--- config.mk ---
export PLATFORM = sky130hd
export DESIGN_NAME = keypad_code_lock_fsm
export DESIGN_NICKNAME = d
export VERILOG_FILES = /design/src/kcl_pkg.sv /design/src/kcl_step.sv /design/src/keypad_code_lock_fsm.sv
export VERILOG_INCLUDE_DIRS = /design/src /design/src/src
export SDC_FILE = /design/constraint.sdc
export NUM_CORES = 1
export LEC_CHECK = 0
export ABC_CLOCK_PERIOD_IN_PS = 4750
export BUFFER_PORTS_ARGS = -buffer_cell sky130_fd_sc_hd__buf_2
export CORE_AREA = 2 2 131 133
export CTS_CLUSTER_DIAMETER = 40
export CTS_CLUSTER_SIZE = 8
export DETAILED_ROUTE_END_ITERATION = 16
export DIE_AREA = 0 0 133 135
export HOLD_SLACK_MARGIN = 0.03
export PLACE_DENSITY = 0.5
export SLEW_MARGIN = 30
export SYNTH_ARGS = -nofsm -noshare
export SYNTH_HDL_FRONTEND = slang
export SYNTH_SLANG_ARGS = --single-unit
--- constraint.sdc ---
create_clock -name clk -period 4.75 [get_ports clk]
set_clock_uncertainty 0.05 [all_clocks]
set_input_delay 1.425 -clock clk [delete_from_list [all_inputs] [get_ports clk]]
set_output_delay 1.425 -clock clk [all_outputs]
set_load 0.01 [all_outputs]
--- src/keypad_code_lock_fsm_assert.svh ---
// ----------------------------------------------------------------------------
// Keypad code lock assertion macros
// Clocked on clk, disabled while arst_n is low.
// ----------------------------------------------------------------------------
`ifndef KEYPAD_CODE_LOCK_FSM_ASSERT_SVH
`define KEYPAD_CODE_LOCK_FSM_ASSERT_SVH

// condition holds at every edge
`define KCL_ASSERT_ALWAYS(label, cond) \
	label: assert property (@(posedge clk) disable iff (!arst_n) (cond)) \
		else $error("keypad code lock check failed");

// antecedent implies consequent in the next cycle
`define KCL_ASSERT_NEXT(label, ante, cons) \
	label: assert property (@(posedge clk) disable iff (!arst_n) (ante) |=> (cons)) \
		else $error("keypad code lock check failed");

`endif

--- src/kcl_pkg.sv ---
// ----------------------------------------------------------------------------
// kcl_pkg
// Key, mode and event codes and shared types of the keypad code lock.
// ----------------------------------------------------------------------------
`default_nettype none

package kcl_pkg;

	localparam logic [3:0] K_BACK  = 4'd11;
	localparam logic [3:0] K_CLEAR = 4'd12;
	localparam logic [3:0] K_DEL   = 4'd13;

	localparam logic [3:0] K_OPT_AC       = 4'd1;
	localparam logic [3:0] K_OPT_ADMIN    = 4'd2;
	localparam logic [3:0] K_OPT_NEW_SYS  = 4'd1;
	localparam logic [3:0] K_OPT_NEW_AC   = 4'd2;
	localparam logic [3:0] K_OPT_NEW_ADM  = 4'd3;

	localparam logic [3:0] M_LOCKED  = 4'd0;
	localparam logic [3:0] M_MENU    = 4'd1;
	localparam logic [3:0] M_AC_IN   = 4'd2;
	localparam logic [3:0] M_ADM_IN  = 4'd3;
	localparam logic [3:0] M_CHG     = 4'd4;
	localparam logic [3:0] M_NEW_SYS = 4'd5;
	localparam logic [3:0] M_NEW_AC  = 4'd6;
	localparam logic [3:0] M_NEW_ADM = 4'd7;
	localparam logic [3:0] M_AC_RUN  = 4'd8;

	localparam logic [2:0] EV_NONE    = 3'd0;
	localparam logic [2:0] EV_CORRECT = 3'd1;
	localparam logic [2:0] EV_WRONG   = 3'd2;
	localparam logic [2:0] EV_LOCKOUT = 3'd3;
	localparam logic [2:0] EV_CHANGED = 3'd4;

	typedef struct packed {
		logic [3:0] mode;
		logic [3:0] tries;
	} kcl_ctl_t;

	typedef struct packed {
		logic sys;
		logic ac;
		logic adm;
	} kcl_we_t;

	typedef struct packed {
		logic [3:0] mode;
		logic [2:0] keys;
		logic [2:0] event_res;
		logic [3:0] tries;
	} kcl_res_t;

endpackage

`default_nettype wire

--- src/kcl_step.sv ---
// ----------------------------------------------------------------------------
// kcl_step
// Next-state logic for one key: entry editing, code compare, try counting,
// menu moves and code store enables.
// ----------------------------------------------------------------------------
`default_nettype none

module kcl_step
	import kcl_pkg::*;
#(
	parameter int CODE_LEN = 4
) (
	input  wire logic [3:0]                          key,
	input  wire kcl_ctl_t                            ctl_cur,
	input  wire logic [4*CODE_LEN-1:0]               buf_cur,
	input  wire logic [$clog2(CODE_LEN+1)-1:0]       cnt_cur,
	input  wire logic [4*CODE_LEN-1:0]               sys_code,
	input  wire logic [4*CODE_LEN-1:0]               ac_code,
	input  wire logic [4*CODE_LEN-1:0]               adm_code,
	input  wire logic [3:0]                          max_tries,
	output kcl_ctl_t                                 ctl_nxt,
	output logic [4*CODE_LEN-1:0]                    buf_nxt,
	output logic [$clog2(CODE_LEN+1)-1:0]            cnt_nxt,
	output logic [4*CODE_LEN-1:0]                    code_new,
	output kcl_we_t                                  we,
	output kcl_res_t                                 res
);

	localparam int BW = 4 * CODE_LEN;
	localparam int CW = $clog2(CODE_LEN + 1);

	logic [BW+3:0] app;
	logic [BW-1:0] ebuf;
	logic [CW-1:0] ecnt;
	logic          back_ok;
	logic          back;
	logic          done;
	logic [3:0]    tries_inc;
	logic [BW-1:0] nbuf;
	logic [CW-1:0] ncnt;
	logic [2:0]    ev;
	kcl_ctl_t      nctl;
	kcl_we_t       nwe;

	assign back_ok = (ctl_cur.mode != M_LOCKED) && (ctl_cur.mode <= M_AC_RUN);
	assign app = {buf_cur, key};
	assign tries_inc = ctl_cur.tries + 4'd1;

	// entry editing
	always_comb begin
		ebuf = buf_cur;
		ecnt = cnt_cur;
		back = 1'b0;
		done = 1'b0;
		if (key == K_DEL) begin
			if (cnt_cur != '0) begin
				ebuf = buf_cur >> 4;
				ecnt = cnt_cur - CW'(1);
			end
		end else if (key == K_CLEAR) begin
			ebuf = '0;
			ecnt = '0;
		end else if (key == K_BACK && back_ok) begin
			ebuf = '0;
			ecnt = '0;
			back = 1'b1;
		end else begin
			ebuf = app[BW-1:0];
			ecnt = cnt_cur + CW'(1);
			done = (ecnt == CW'(CODE_LEN));
		end
	end

	always_comb begin
		nctl = ctl_cur;
		nbuf = buf_cur;
		ncnt = cnt_cur;
		ev   = EV_NONE;
		nwe  = '0;
		unique case (ctl_cur.mode)
			M_MENU: begin
				if (key == K_OPT_AC) begin
					nctl.mode = M_AC_IN;
				end else if (key == K_OPT_ADMIN) begin
					nctl.mode = M_ADM_IN;
				end else if (key == K_BACK) begin
					nctl.mode = M_LOCKED;
					nbuf = '0;
					ncnt = '0;
				end
			end
			M_CHG: begin
				if (key == K_OPT_NEW_SYS) begin
					nctl.mode = M_NEW_SYS;
				end else if (key == K_OPT_NEW_AC) begin
					nctl.mode = M_NEW_AC;
				end else if (key == K_OPT_NEW_ADM) begin
					nctl.mode = M_NEW_ADM;
				end else if (key == K_BACK) begin
					nctl.mode = M_MENU;
					nbuf = '0;
					ncnt = '0;
				end
			end
			M_AC_RUN: begin
				if (key == K_BACK) begin
					nctl.mode = M_MENU;
					nbuf = '0;
					ncnt = '0;
				end
			end
			M_AC_IN, M_ADM_IN: begin
				nbuf = ebuf;
				ncnt = ecnt;
				if (back) begin
					nctl.mode = (ctl_cur.mode == M_AC_IN) ? M_LOCKED : M_MENU;
				end else if (done) begin
					if (ebuf == ((ctl_cur.mode == M_AC_IN) ? ac_code : adm_code)) begin
						nctl.tries = '0;
						ev = EV_CORRECT;
						nctl.mode = (ctl_cur.mode == M_AC_IN) ? M_AC_RUN : M_CHG;
					end else if (tries_inc >= max_tries) begin
						nctl.tries = '0;
						nctl.mode = M_LOCKED;
						ev = EV_LOCKOUT;
					end else begin
						nctl.tries = tries_inc;
						ev = EV_WRONG;
					end
				end
			end
			M_NEW_SYS, M_NEW_AC, M_NEW_ADM: begin
				nbuf = ebuf;
				ncnt = ecnt;
				if (back) begin
					nctl.mode = M_CHG;
				end else if (done) begin
					nwe.sys = (ctl_cur.mode == M_NEW_SYS);
					nwe.ac  = (ctl_cur.mode == M_NEW_AC);
					nwe.adm = (ctl_cur.mode == M_NEW_ADM);
					ev = EV_CHANGED;
					nctl.mode = M_MENU;
				end
			end
			default: begin
				nctl.mode = M_LOCKED;
				nbuf = ebuf;
				ncnt = ecnt;
				if (done) begin
					if (ebuf == sys_code) begin
						nctl.tries = '0;
						ev = EV_CORRECT;
						nctl.mode = M_MENU;
					end else if (tries_inc >= max_tries) begin
						nctl.tries = '0;
						ev = EV_LOCKOUT;
					end else begin
						nctl.tries = tries_inc;
						ev = EV_WRONG;
					end
				end
			end
		endcase
	end

	assign ctl_nxt  = nctl;
	assign buf_nxt  = done ? '0 : nbuf;
	assign cnt_nxt  = done ? '0 : ncnt;
	assign code_new = ebuf;
	assign we       = nwe;
	assign res      = {nctl.mode, 3'(ncnt), ev, nctl.tries};

endmodule

`default_nettype wire

--- src/keypad_code_lock_fsm.sv ---
// ----------------------------------------------------------------------------
// keypad_code_lock_fsm
// Multi-level keypad code lock: one key in, one status result out.
// ----------------------------------------------------------------------------
// Usage:
//   Input channel (in_valid/in_ready, key_code) takes one key per request.
//   Output channel (out_valid/out_ready) returns mode, keys_entered,
//   event_res and wrong_tries for every key, in order.
//   Config channel (cfg_valid/cfg_ready, max_wrong_tries) sets the wrong-try
//   limit; cfg_ready is always high. Write it only while no key is in flight.
//   Path: an accepted key passes the input register, the lock update and
//   the result register. Throughput: one key per cycle while out_ready is
//   high; the input register and the result register each hold one request.
//   Stall: while out_ready is low the result holds; one more key is taken
//   into the input register, then in_ready drops until the result drains.
//   Reset: locked mode, empty entry, try count 0, limit 5, system code 5555,
//   AC code 8888, admin code 0000 (one digit per key of CODE_LEN).
// ----------------------------------------------------------------------------
`default_nettype none
`include "keypad_code_lock_fsm_assert.svh"

module keypad_code_lock_fsm
	import kcl_pkg::*;
#(
	parameter int CODE_LEN = 4
) (
	input  wire logic       clk,
	input  wire logic       arst_n,
	input  wire logic       in_valid,
	output logic            in_ready,
	input  wire logic [3:0] key_code,
	output logic            out_valid,
	input  wire logic       out_ready,
	output logic [3:0]      mode,
	output logic [2:0]      keys_entered,
	output logic [2:0]      event_res,
	output logic [3:0]      wrong_tries,
	input  wire logic       cfg_valid,
	output logic            cfg_ready,
	input  wire logic [3:0] max_wrong_tries
);

	localparam int BW = 4 * CODE_LEN;
	localparam int CW = $clog2(CODE_LEN + 1);

	logic          valid_s1;
	logic [3:0]    key_s1;
	logic          valid_s2;
	kcl_res_t      res_s2;
	logic          advance;

	kcl_ctl_t      ctl_q;
	logic [BW-1:0] buf_q;
	logic [CW-1:0] cnt_q;
	logic [BW-1:0] sys_q;
	logic [BW-1:0] ac_q;
	logic [BW-1:0] adm_q;
	logic [3:0]    max_q;

	kcl_ctl_t      ctl_nxt;
	logic [BW-1:0] buf_nxt;
	logic [CW-1:0] cnt_nxt;
	logic [BW-1:0] code_new;
	kcl_we_t       we;
	kcl_res_t      res;

	assign advance   = valid_s1 && (!valid_s2 || out_ready);
	assign in_ready  = !valid_s1 || advance;
	assign cfg_ready = 1'b1;

	always_ff @(posedge clk or negedge arst_n) begin
		if (!arst_n) begin
			valid_s1 <= 1'b0;
		end else if (in_ready) begin
			valid_s1 <= in_valid;
		end
	end

	always_ff @(posedge clk) begin
		if (in_ready && in_valid) begin
			key_s1 <= key_code;
		end
	end

	always_ff @(posedge clk or negedge arst_n) begin
		if (!arst_n) begin
			valid_s2 <= 1'b0;
		end else if (advance) begin
			valid_s2 <= 1'b1;
		end else if (out_ready) begin
			valid_s2 <= 1'b0;
		end
	end

	always_ff @(posedge clk) begin
		if (advance) begin
			res_s2 <= res;
		end
	end

	always_ff @(posedge clk or negedge arst_n) begin
		if (!arst_n) begin
			max_q <= 4'd5;
		end else if (cfg_valid) begin
			max_q <= max_wrong_tries;
		end
	end

	always_ff @(posedge clk or negedge arst_n) begin
		if (!arst_n) begin
			ctl_q <= '{mode: M_LOCKED, tries: 4'd0};
			buf_q <= '0;
			cnt_q <= '0;
			sys_q <= {CODE_LEN{4'h5}};
			ac_q  <= {CODE_LEN{4'h8}};
			adm_q <= '0;
		end else if (advance) begin
			ctl_q <= ctl_nxt;
			buf_q <= buf_nxt;
			cnt_q <= cnt_nxt;
			if (we.sys) begin
				sys_q <= code_new;
			end
			if (we.ac) begin
				ac_q <= code_new;
			end
			if (we.adm) begin
				adm_q <= code_new;
			end
		end
	end

	kcl_step #(
		.CODE_LEN (CODE_LEN)
	) u_step (
		.key       (key_s1),
		.ctl_cur   (ctl_q),
		.buf_cur   (buf_q),
		.cnt_cur   (cnt_q),
		.sys_code  (sys_q),
		.ac_code   (ac_q),
		.adm_code  (adm_q),
		.max_tries (max_q),
		.ctl_nxt   (ctl_nxt),
		.buf_nxt   (buf_nxt),
		.cnt_nxt   (cnt_nxt),
		.code_new  (code_new),
		.we        (we),
		.res       (res)
	);

	assign out_valid    = valid_s2;
	assign mode         = res_s2.mode;
	assign keys_entered = res_s2.keys;
	assign event_res    = res_s2.event_res;
	assign wrong_tries  = res_s2.tries;

	`KCL_ASSERT_NEXT(a_result_after_step, advance, valid_s2)
	`KCL_ASSERT_NEXT(a_key_held_on_stall, valid_s1 && !advance,
		valid_s1 && $stable(key_s1))
	`KCL_ASSERT_NEXT(a_lockout_locks, advance && res.event_res == EV_LOCKOUT,
		ctl_q.mode == M_LOCKED && ctl_q.tries == 4'd0)
	`KCL_ASSERT_ALWAYS(a_count_below_len, cnt_q < CW'(CODE_LEN))
	`KCL_ASSERT_ALWAYS(a_mode_in_range, ctl_q.mode <= M_AC_RUN)

endmodule

`default_nettype wire

# Word level (Yosys, flattened, before mapping)

Cells that the tools add are included.

Word-level logic and storage cells: 128
Register bits after elaboration: 99
Input port bits: 13
Output and inout port bits: 17

$add $sub $neg: 3
Magnitude comparators: 2
Multiplexer cells: 67
Equal/unequal tests: 22
Reductions and logical operators: 19

Operators with widths:

| operator                                               | number |
|---|---|
| 2-to-1 mux 16 bit                                      | 12 |
| 2-to-1 mux 3 bit                                       | 20 |
| 2-to-1 mux 4 bit                                       | 15 |
| one-hot mux 16 bit (3 select lines)                    | 1 |
| == test 16 bit                                         | 2 |
| 2-to-1 mux 8 bit                                       | 3 |
| one-hot mux 4 bit (5 select lines)                     | 1 |
| one-hot mux 3 bit (3 select lines)                     | 2 |
| == test 4 x 2 -> 1 bit (second input constant)         | 4 |
| == test 4 x 3 -> 1 bit (second input constant)         | 4 |
| == test 4 bit (second input constant)                  | 4 |
| inequality test 3 x 2 -> 1 bit (second input constant) | 5 |
| 2-to-1 mux 1 bit                                       | 11 |
| == test 4 x 1 -> 1 bit (second input constant)         | 2 |
| one-hot mux 4 bit (2 select lines)                     | 1 |
| AND reduction 2 bit                                    | 3 |
| AND reduction 6 bit                                    | 1 |
| OR reduction 3 bit                                     | 2 |
| OR reduction 6 bit                                     | 1 |
| adder 4 x 1 -> 4 bit (second input constant)           | 1 |
| >= comparator 4 bit                                    | 1 |
| less-or-equal comparator 4 bit (second input constant) | 1 |
| logical AND 1 bit                                      | 4 |
| nonzero test 4 bit                                     | 1 |
| 9 further kinds                                        | 11 |

# Longest topological paths before layout

Gate-level depths: netlist of the first run.

Depth in word-level cells: 11
Mapped depth: 14
Gate-level depth less buffers: 11

# By module

A second synthesis of the first run with hierarchy kept.

Cells, all modules: 552
Area, all modules: 6,118.4 um2

By module, submodules not included:

| module               | cells an instance | area an instance (um2) | instances | sequential area each (um2) |
|---|---|---|---|---|
| keypad_code_lock_fsm | 200               | 3,741.1                | 1         | 2,585.0 |
| kcl_step             | 352               | 2,377.3                | 1         | 0.0 |

# Worst setup path before layout of the first run

OpenSTA, ideal clock, no wires.

Kind: reg2reg
From: register cnt_q[0]
To: register res_s2, in the netlist wrong_tries[2], data pin
Stages on the path, launching flop included: 13
Arrival time: 2.907 ns
Data required time: 4.437 ns
Slack: 1.530 ns
Buffers on the path: 1
Setup time: 0.263 ns
Period minus slack after synthesis: 3.220 ns
Cells stage by stage: dfrtp_1 -> inv_1 -> ha_1 -> nor2b_1 -> buf_6 -> mux2_2 -> a22oi_2 -> xnor2_1 -> nand4_1 -> nor4_2 -> a21oi_2 -> a311oi_1 -> nand2_1

RTL lines:

| what                   | line                        | text |
|---|---|---|
| start, declared        | keypad_code_lock_fsm.sv:54  | `logic [CW-1:0] cnt_q;` |
| start signal, assigned | keypad_code_lock_fsm.sv:120 | `cnt_q <= cnt_nxt;` |
| end signal, assigned   | keypad_code_lock_fsm.sv:97  | `res_s2 <= res;` |
| end, declared          | keypad_code_lock_fsm.sv:49  | `kcl_res_t res_s2;` |

==> results of run 1 <==
==> metrics by stage <==
stage | utilization, % | instance area (um2) | cells
CTS | 38.5 | 6320 | 846
finish | 38.5 | 6320 | 846
detailed placement | 36.7 | 6030 | 830
floorplan | - | 5700 | 609
global route | 38.5 | 6320 | 846
global placement | 36.7 | 6020 | 829
==> worst register-to-register path, cell delays in order, from the launching register on <==
cell and delay [ns]:
dfrtp_1 0.43, inv_1 0.12, ha_1 0.28, nor2b_1 0.16
buf_4 0.23, mux2i_1 0.24, a2bb2oi_1 0.66, xnor2_1 0.19
nand2_1 0.08, nor4_2 0.52, a21oi_2 0.20, a311oi_1 0.38
nand2_1 0.10
==> cells in the mapped netlist, types with 12 or more instances <==
library cell and count:
nand2b_1 12, mux2i_1 28, nand2_1 97, a21oi_1 21, o21ai_0 69, dfstp_2 14, nor2_1 34, inv_1 19
o31ai_1 21, edfxtp_1 18, xor2_1 16, dfrtp_1 67, clkbuf_1 22
==> layer usage <==
layer | track usage (%) | wire length (um) | vias up | share of wire (%)
met2 | 28.7 | 7010 | 102 | 48
met1 | 23.1 | 6930 | 2163 | 47
met3 | 3.19 | 580 | 16 | 3.9
li1 | - | - | 2209 | -
met5 | 0 | 0 | - | 0
met4 | 4.84 | 185 | 0 | 1.3
==> cell type report <==
| class | count | area [um2] | share of cell area [%] |
|---|---|---|---|
| Clock buffer | 11 | 253 | 4.00 |
| Clock inverter | 5 | 36.3 | 0.574 |
| Inverter | 19 | 71.3 | 1.13 |
| Multi-Input combinational cell | 449 | 2840 | 44.9 |
| Sequential cell | 99 | 2580 | 40.9 |
| Tap cell | 220 | 275 | 4.36 |
| Timing Repair Buffer | 43 | 263 | 4.16 |
==> state kept, by name (all words and copies together) (netlist names) <==
name	count
buf_q	16
sys_q	16
max_q	4
wrong_tries	4
valid_s1	1
key_s1	4
keys_entered	3
out_valid	1
cnt_q	3
adm_q	16
ctl_q	8
mode	4
event_res	3
ac_q	16
==> power by group through the flow <==
stage / Sequential, mW / Clock (mW) / Combinational (mW)
CTS: 1.24 / 0.745 / 0.946
finish: 1.24 / 0.725 / 0.941
global route: 1.27 / 0.783 / 1.06
global placement: 1.25 / 0 / 0.926
detailed placement: 1.26 / 0 / 0.943
floorplan: 1.18 / 0 / 0.740
==> logic make-up (layout without fill, tap and decap cells) <==
logic type	Yosys count	in the layout
other cells	1	1
compound gates	176	176
simple gates	205	205
fa+ha+maj	9	9
xor+xnor	27	27
flops	99	99
buf+inv	61	78
mux	31	31
==> worst paths after layout <==
check                                  to     start  slack, ns  cells past startpoint
max in group asynchronous        max_q[2]    arst_n       2.90                      2
setup / recovery           wrong_tries[2]  cnt_q[1]       0.83                     12
hold / removal                    ac_q[5]   ac_q[5]       0.43                      2
setup reg to reg           wrong_tries[2]  cnt_q[1]       0.83                     12
min in group asynchronous         ac_q[9]    arst_n       1.04                      1
hold reg to reg                   ac_q[5]   ac_q[5]       0.43                      2
==> out/metrics.yaml, run 1 <==
power:
  seqPwrFrac_pct: 42.7
  share_comb_of_total_power_pct: 32.4
  leakagePower_nw: 2.56
  switchingPower_mw: 1.08
  pwr-share-clk_pct: 24.9
  internal_power_mw: 1.83
  p_sw_share_pct: 37.2
  vdd_ir_drop_max_mv: 0.178
  finalPower_mw: 2.91
  power_density_nw_per_um2: 460
setup_path:
  cp.required_ns: 4.80
  critPathLaunchType: "flop"
  crit_top_cell: "nand2_1"
  cp_num_buf_inv: 2
  endpoint_kind: "flop"
  slowest_stage: "a2bb2oi_1"
  critPathKind: "reg2reg"
  crit_chain: "inv_1 > ha_1 > nor2b_1 > buf_4 > mux2i_1 > a2bb2oi_1 > xnor2_1 > nand2_1 > nor4_2 > a21oi_2 > a311oi_1 > nand2_1"
  crit_path_max_fanout: 11
  cpPeakStageDelay_ns: 0.66
  critPathTopFamily: "compound AO/OA/AOI/OAI gates"
  cp.arrival_ns: 3.97
clock_network:
  post_cts_buffers: 0
  cts-htree-levels: 3
  numCtsBuffers: 9
  root_buffer: "clkbuf_16"
  path_clk_slew_ns: 0.07
  cts_sinks: 99
  clk_path_buf_depth: 2
  cts_hold_buf: 0
  cts_resized: 0
  cts_tree: "built"
  clk_latency_ns: 0.35
yosys:
  synthMuxAreaShare_pct: 5.51
  synth-xor-area-share_pct: 4.15
  synth.net_count: 631
  yosys-top-cells-area: "dfrtp_1, edfxtp_1, dfstp_2, nand2_1, o21ai_0"
  yosys.area_share.adder_pct: 1.98
  yosysTopAreaCell: "dfrtp_1"
  yosysSeqAreaShare_pct: 45.3
  syn_inst: 609
  synth_area_um2: 5700
  yosysUniqueCellTypes: 71
  ys.flop_type: "dfrtp_1"
  synth_largest_type_area_fraction_pct: 29.4
  yosys_warnings: 0
  async_reset_ff_share_pct: 81.8
  ys_ff_latch: 99
  synth_edf_count: 18
  synth-simple-area-share_pct: 17.2
  synth_top_family_by_area: "compound AO/OA/AOI/OAI gates"
  synth_compound_area_share_pct: 20.7
  syn_area_per_cell_um2: 9.36
floorplan:
  die_area_um2: 18000
  core_area_um2: 16400
  die_h_um: 135
  num_io_pins: 30
  die_w_um: 133
  initial_core_util_pct: 34.7
  row_count: 47
timing:
  worst_pin_slew_ns: 0.770
  hold-worst-slack_ns: 0.431
  max_slew_margin_pct: 48.4
  finalWorstSetupSlack_ns: 0.831
  hold_violations: 0
  setup_tns_ns: 0
  fin_crit_ns: 3.92
  rsz0062_at_grt: "false"
  setup_viol_count_final: 0
  slew_viol_final: 0
  clock.fmax_ghz: 0.255
  post-route-period-util_pct: 82.5
placed_design:
  port_buffers: 28
  hpwl_um: 10400
  pre_cts_slack_ns: 0.861
  place_congestion: 0.846
global_route:
  grt_usage_pct: 17.2
  gr-total-overflow: 0
  grt_max_degree: 71
  grt_pass1_vias: 4448
  antenna_found_initial: 0
  grt_first_pass_wirelength_um: 24200
layout:
  area_delta_synth_final_pct: 10.9
  fill_cells: 1611
  nNetsFinal: 643
  final_common_cell: "nand2_1"
  most-common-layout-cells: "nand2_1, o21ai_0, dfrtp_1"
  antennaDiodeCount: 0
  layout-drive-gt1-share_pct: 14.7
outcome:
  status: "finished clean"
drt:
  wire_per_inst_um: 17.4
  via_count: 4490
  wl_um: 14700
  drc: 0
  viasPerCell: 5.31
  antenna_left: 0
  dr.first_iter.drc_count: 352
  firstDrtPassIters: 5
hold_path:
  min_path_type: "reg2reg"
run:
  cap_violations: 0
Note: power is estimated with default switching activity, not from simulation.
==> inputs of run 2 (changes only) <==
Settings changed: ABC_CLOCK_PERIOD_IN_PS 4750 to 3500, PLACE_DENSITY 0.5 to 0.52.
Clock period 4.75 ns to 3.5 ns, I/O delays scaled along.
==> out/metrics.yaml, run 2 (synthesis results as in run 1) <==
outcome:
  status: "finished clean"
clock_network:
  cts-htree-levels: 3
  cts_hold_buf: 0
  path_clk_slew_ns: 0.07
  cts_tree: "built"
  clk_latency_ns: 0.35
  clk_path_buf_depth: 2
  cts_sinks: 99
  numCtsBuffers: 9
  root_buffer: "clkbuf_16"
setup_path:
  critPathKind: "reg2reg"
  slowest_stage: "dfrtp_1"
  crit_path_max_fanout: 11
  cp.arrival_ns: 3.32
  endpoint_kind: "flop"
  critPathLaunchType: "flop"
  crit_chain: "inv_1 > ha_4 > nor2b_2 > buf_12 > mux2i_1 > o2bb2ai_1 > xor2_1 > nor4_1 > and4_2 > nor3_1 > a311oi_2 > nand2_1"
  cpPeakStageDelay_ns: 0.43
  cp.required_ns: 3.54
timing:
  fin_crit_ns: 3.28
  setup_tns_ns: 0
  hold_violations: 0
  max_slew_margin_pct: 50.2
  hold-worst-slack_ns: 0.428
  slew_viol_final: 0
  rsz0062_at_grt: "false"
  post-route-period-util_pct: 93.6
  worst_pin_slew_ns: 0.745
  setup_viol_count_final: 0
  clock.fmax_ghz: 0.305
floorplan:
  initial_core_util_pct: 34.7
  num_io_pins: 30
  die_w_um: 133
  die_h_um: 135
  die_area_um2: 18000
  core_area_um2: 16400
  row_count: 47
placed_design:
  place_congestion: 0.888
  port_buffers: 28
  hpwl_um: 10700
global_route:
  antenna_found_initial: 0
  grt_first_pass_wirelength_um: 24300
  grt_pass1_vias: 4477
  grt_max_degree: 55
  grt_usage_pct: 17.1
  gr-total-overflow: 0
power:
  vdd_ir_drop_max_mv: 0.279
  leakagePower_nw: 2.68
  power_density_nw_per_um2: 614
drt:
  via_count: 4650
  wl_um: 14600
  antenna_left: 0
  wire_per_inst_um: 16.8
  firstDrtPassIters: 5
  drc: 0
  dr.first_iter.drc_count: 312
  viasPerCell: 5.36
hold_path:
  min_path_type: "reg2reg"
layout:
  antennaDiodeCount: 0
  layout-drive-gt1-share_pct: 17.9
  most-common-layout-cells: "nand2_1, o21ai_0, dfrtp_1"
  area_delta_synth_final_pct: 14.8
  nNetsFinal: 664
  final_common_cell: "nand2_1"
run:
  cap_violations: 0
-- run 2: metrics by stage --
step / instances / cell area [um2] / worst slack (ns) / power [mW] / util [%]
2_1_floorplan: 609 / 5700 / 0.280 / 2.61 / -
3_3_place_gp: 849 / 6230 / 0.136 / 3.05 / 38.0
3_5_place_dp: 849 / 6230 / 0.00103 / 3.08 / 38.0
4_1_cts: 865 / 6500 / 0.0199 / 4.03 / 39.6
5_1_grt: 867 / 6550 / 0.0233 / 4.30 / 39.9
6_report: 867 / 6550 / 0.223 / 4.02 / 39.9
-- run 2: layout make-up --
type / count / area, um2
clock buffer: 12 / 246
clock inverter: 4 / 25.0
fill: 1642 / 9860
inverter: 19 / 71.3
multi-input combinational: 449 / 2870
sequential: 99 / 2580
tap: 220 / 275
timing repair buffer: 64 / 475
-- run 2: worst max-delay path: cells and delay by family, from the launching register on --
kind / cells / cell delay [ns]
adders and majority gates: 1 / 0.18
buffers and inverters: 2 / 0.32
xor gates and xnor gates: 1 / 0.16
muxes: 1 / 0.25
and+or+nand+nor: 5 / 1.19
DFF: 1 / 0.43
AOI/OAI and AO/OA: 2 / 0.44
-- run 2: worst paths after layout --
path                           from              to  slack (ns)  cells after the start
setup / recovery           cnt_q[0]  wrong_tries[2]        0.22                     12
hold / removal             adm_q[3]        adm_q[3]        0.43                      2
setup reg to reg           cnt_q[0]  wrong_tries[2]        0.22                     12
hold reg to reg            adm_q[3]        adm_q[3]        0.43                      2
max in group asynchronous    arst_n       sys_q[12]        2.00                      2
min in group asynchronous    arst_n        cnt_q[2]        0.71                      1
-- run 2: metal layers --
| layer | share of wire (%) | global-route usage, % | wire, um | vias to the layer above |
|---|---|---|---|---|
| li1 | - | - | - | 2257 |
| met1 | 47 | 22.5 | 6840 | 2265 |
| met2 | 48 | 28.2 | 6920 | 101 |
| met3 | 3.6 | 3.57 | 518 | 27 |
| met4 | 1.9 | 5.68 | 274 | 0 |
| met5 | 0 | 0 | 0 | - |
-- run 2: power breakdown --
group | switching [mW] | internal, mW | leakage (nW)
Clock | 0.423 | 0.501 | 0.137
Sequential | 0.223 | 1.44 | 1.21
Combinational | 0.812 | 0.625 | 1.33
Total | 1.46 | 2.56 | 2.68
-- run 2: what timing repair did --
item                                    in CTS  in global routing
endpoints found under the setup margin       1                  9
buffers inserted                             0                  2
gates resized for setup                      1                  6
pin swaps                                    0                  1
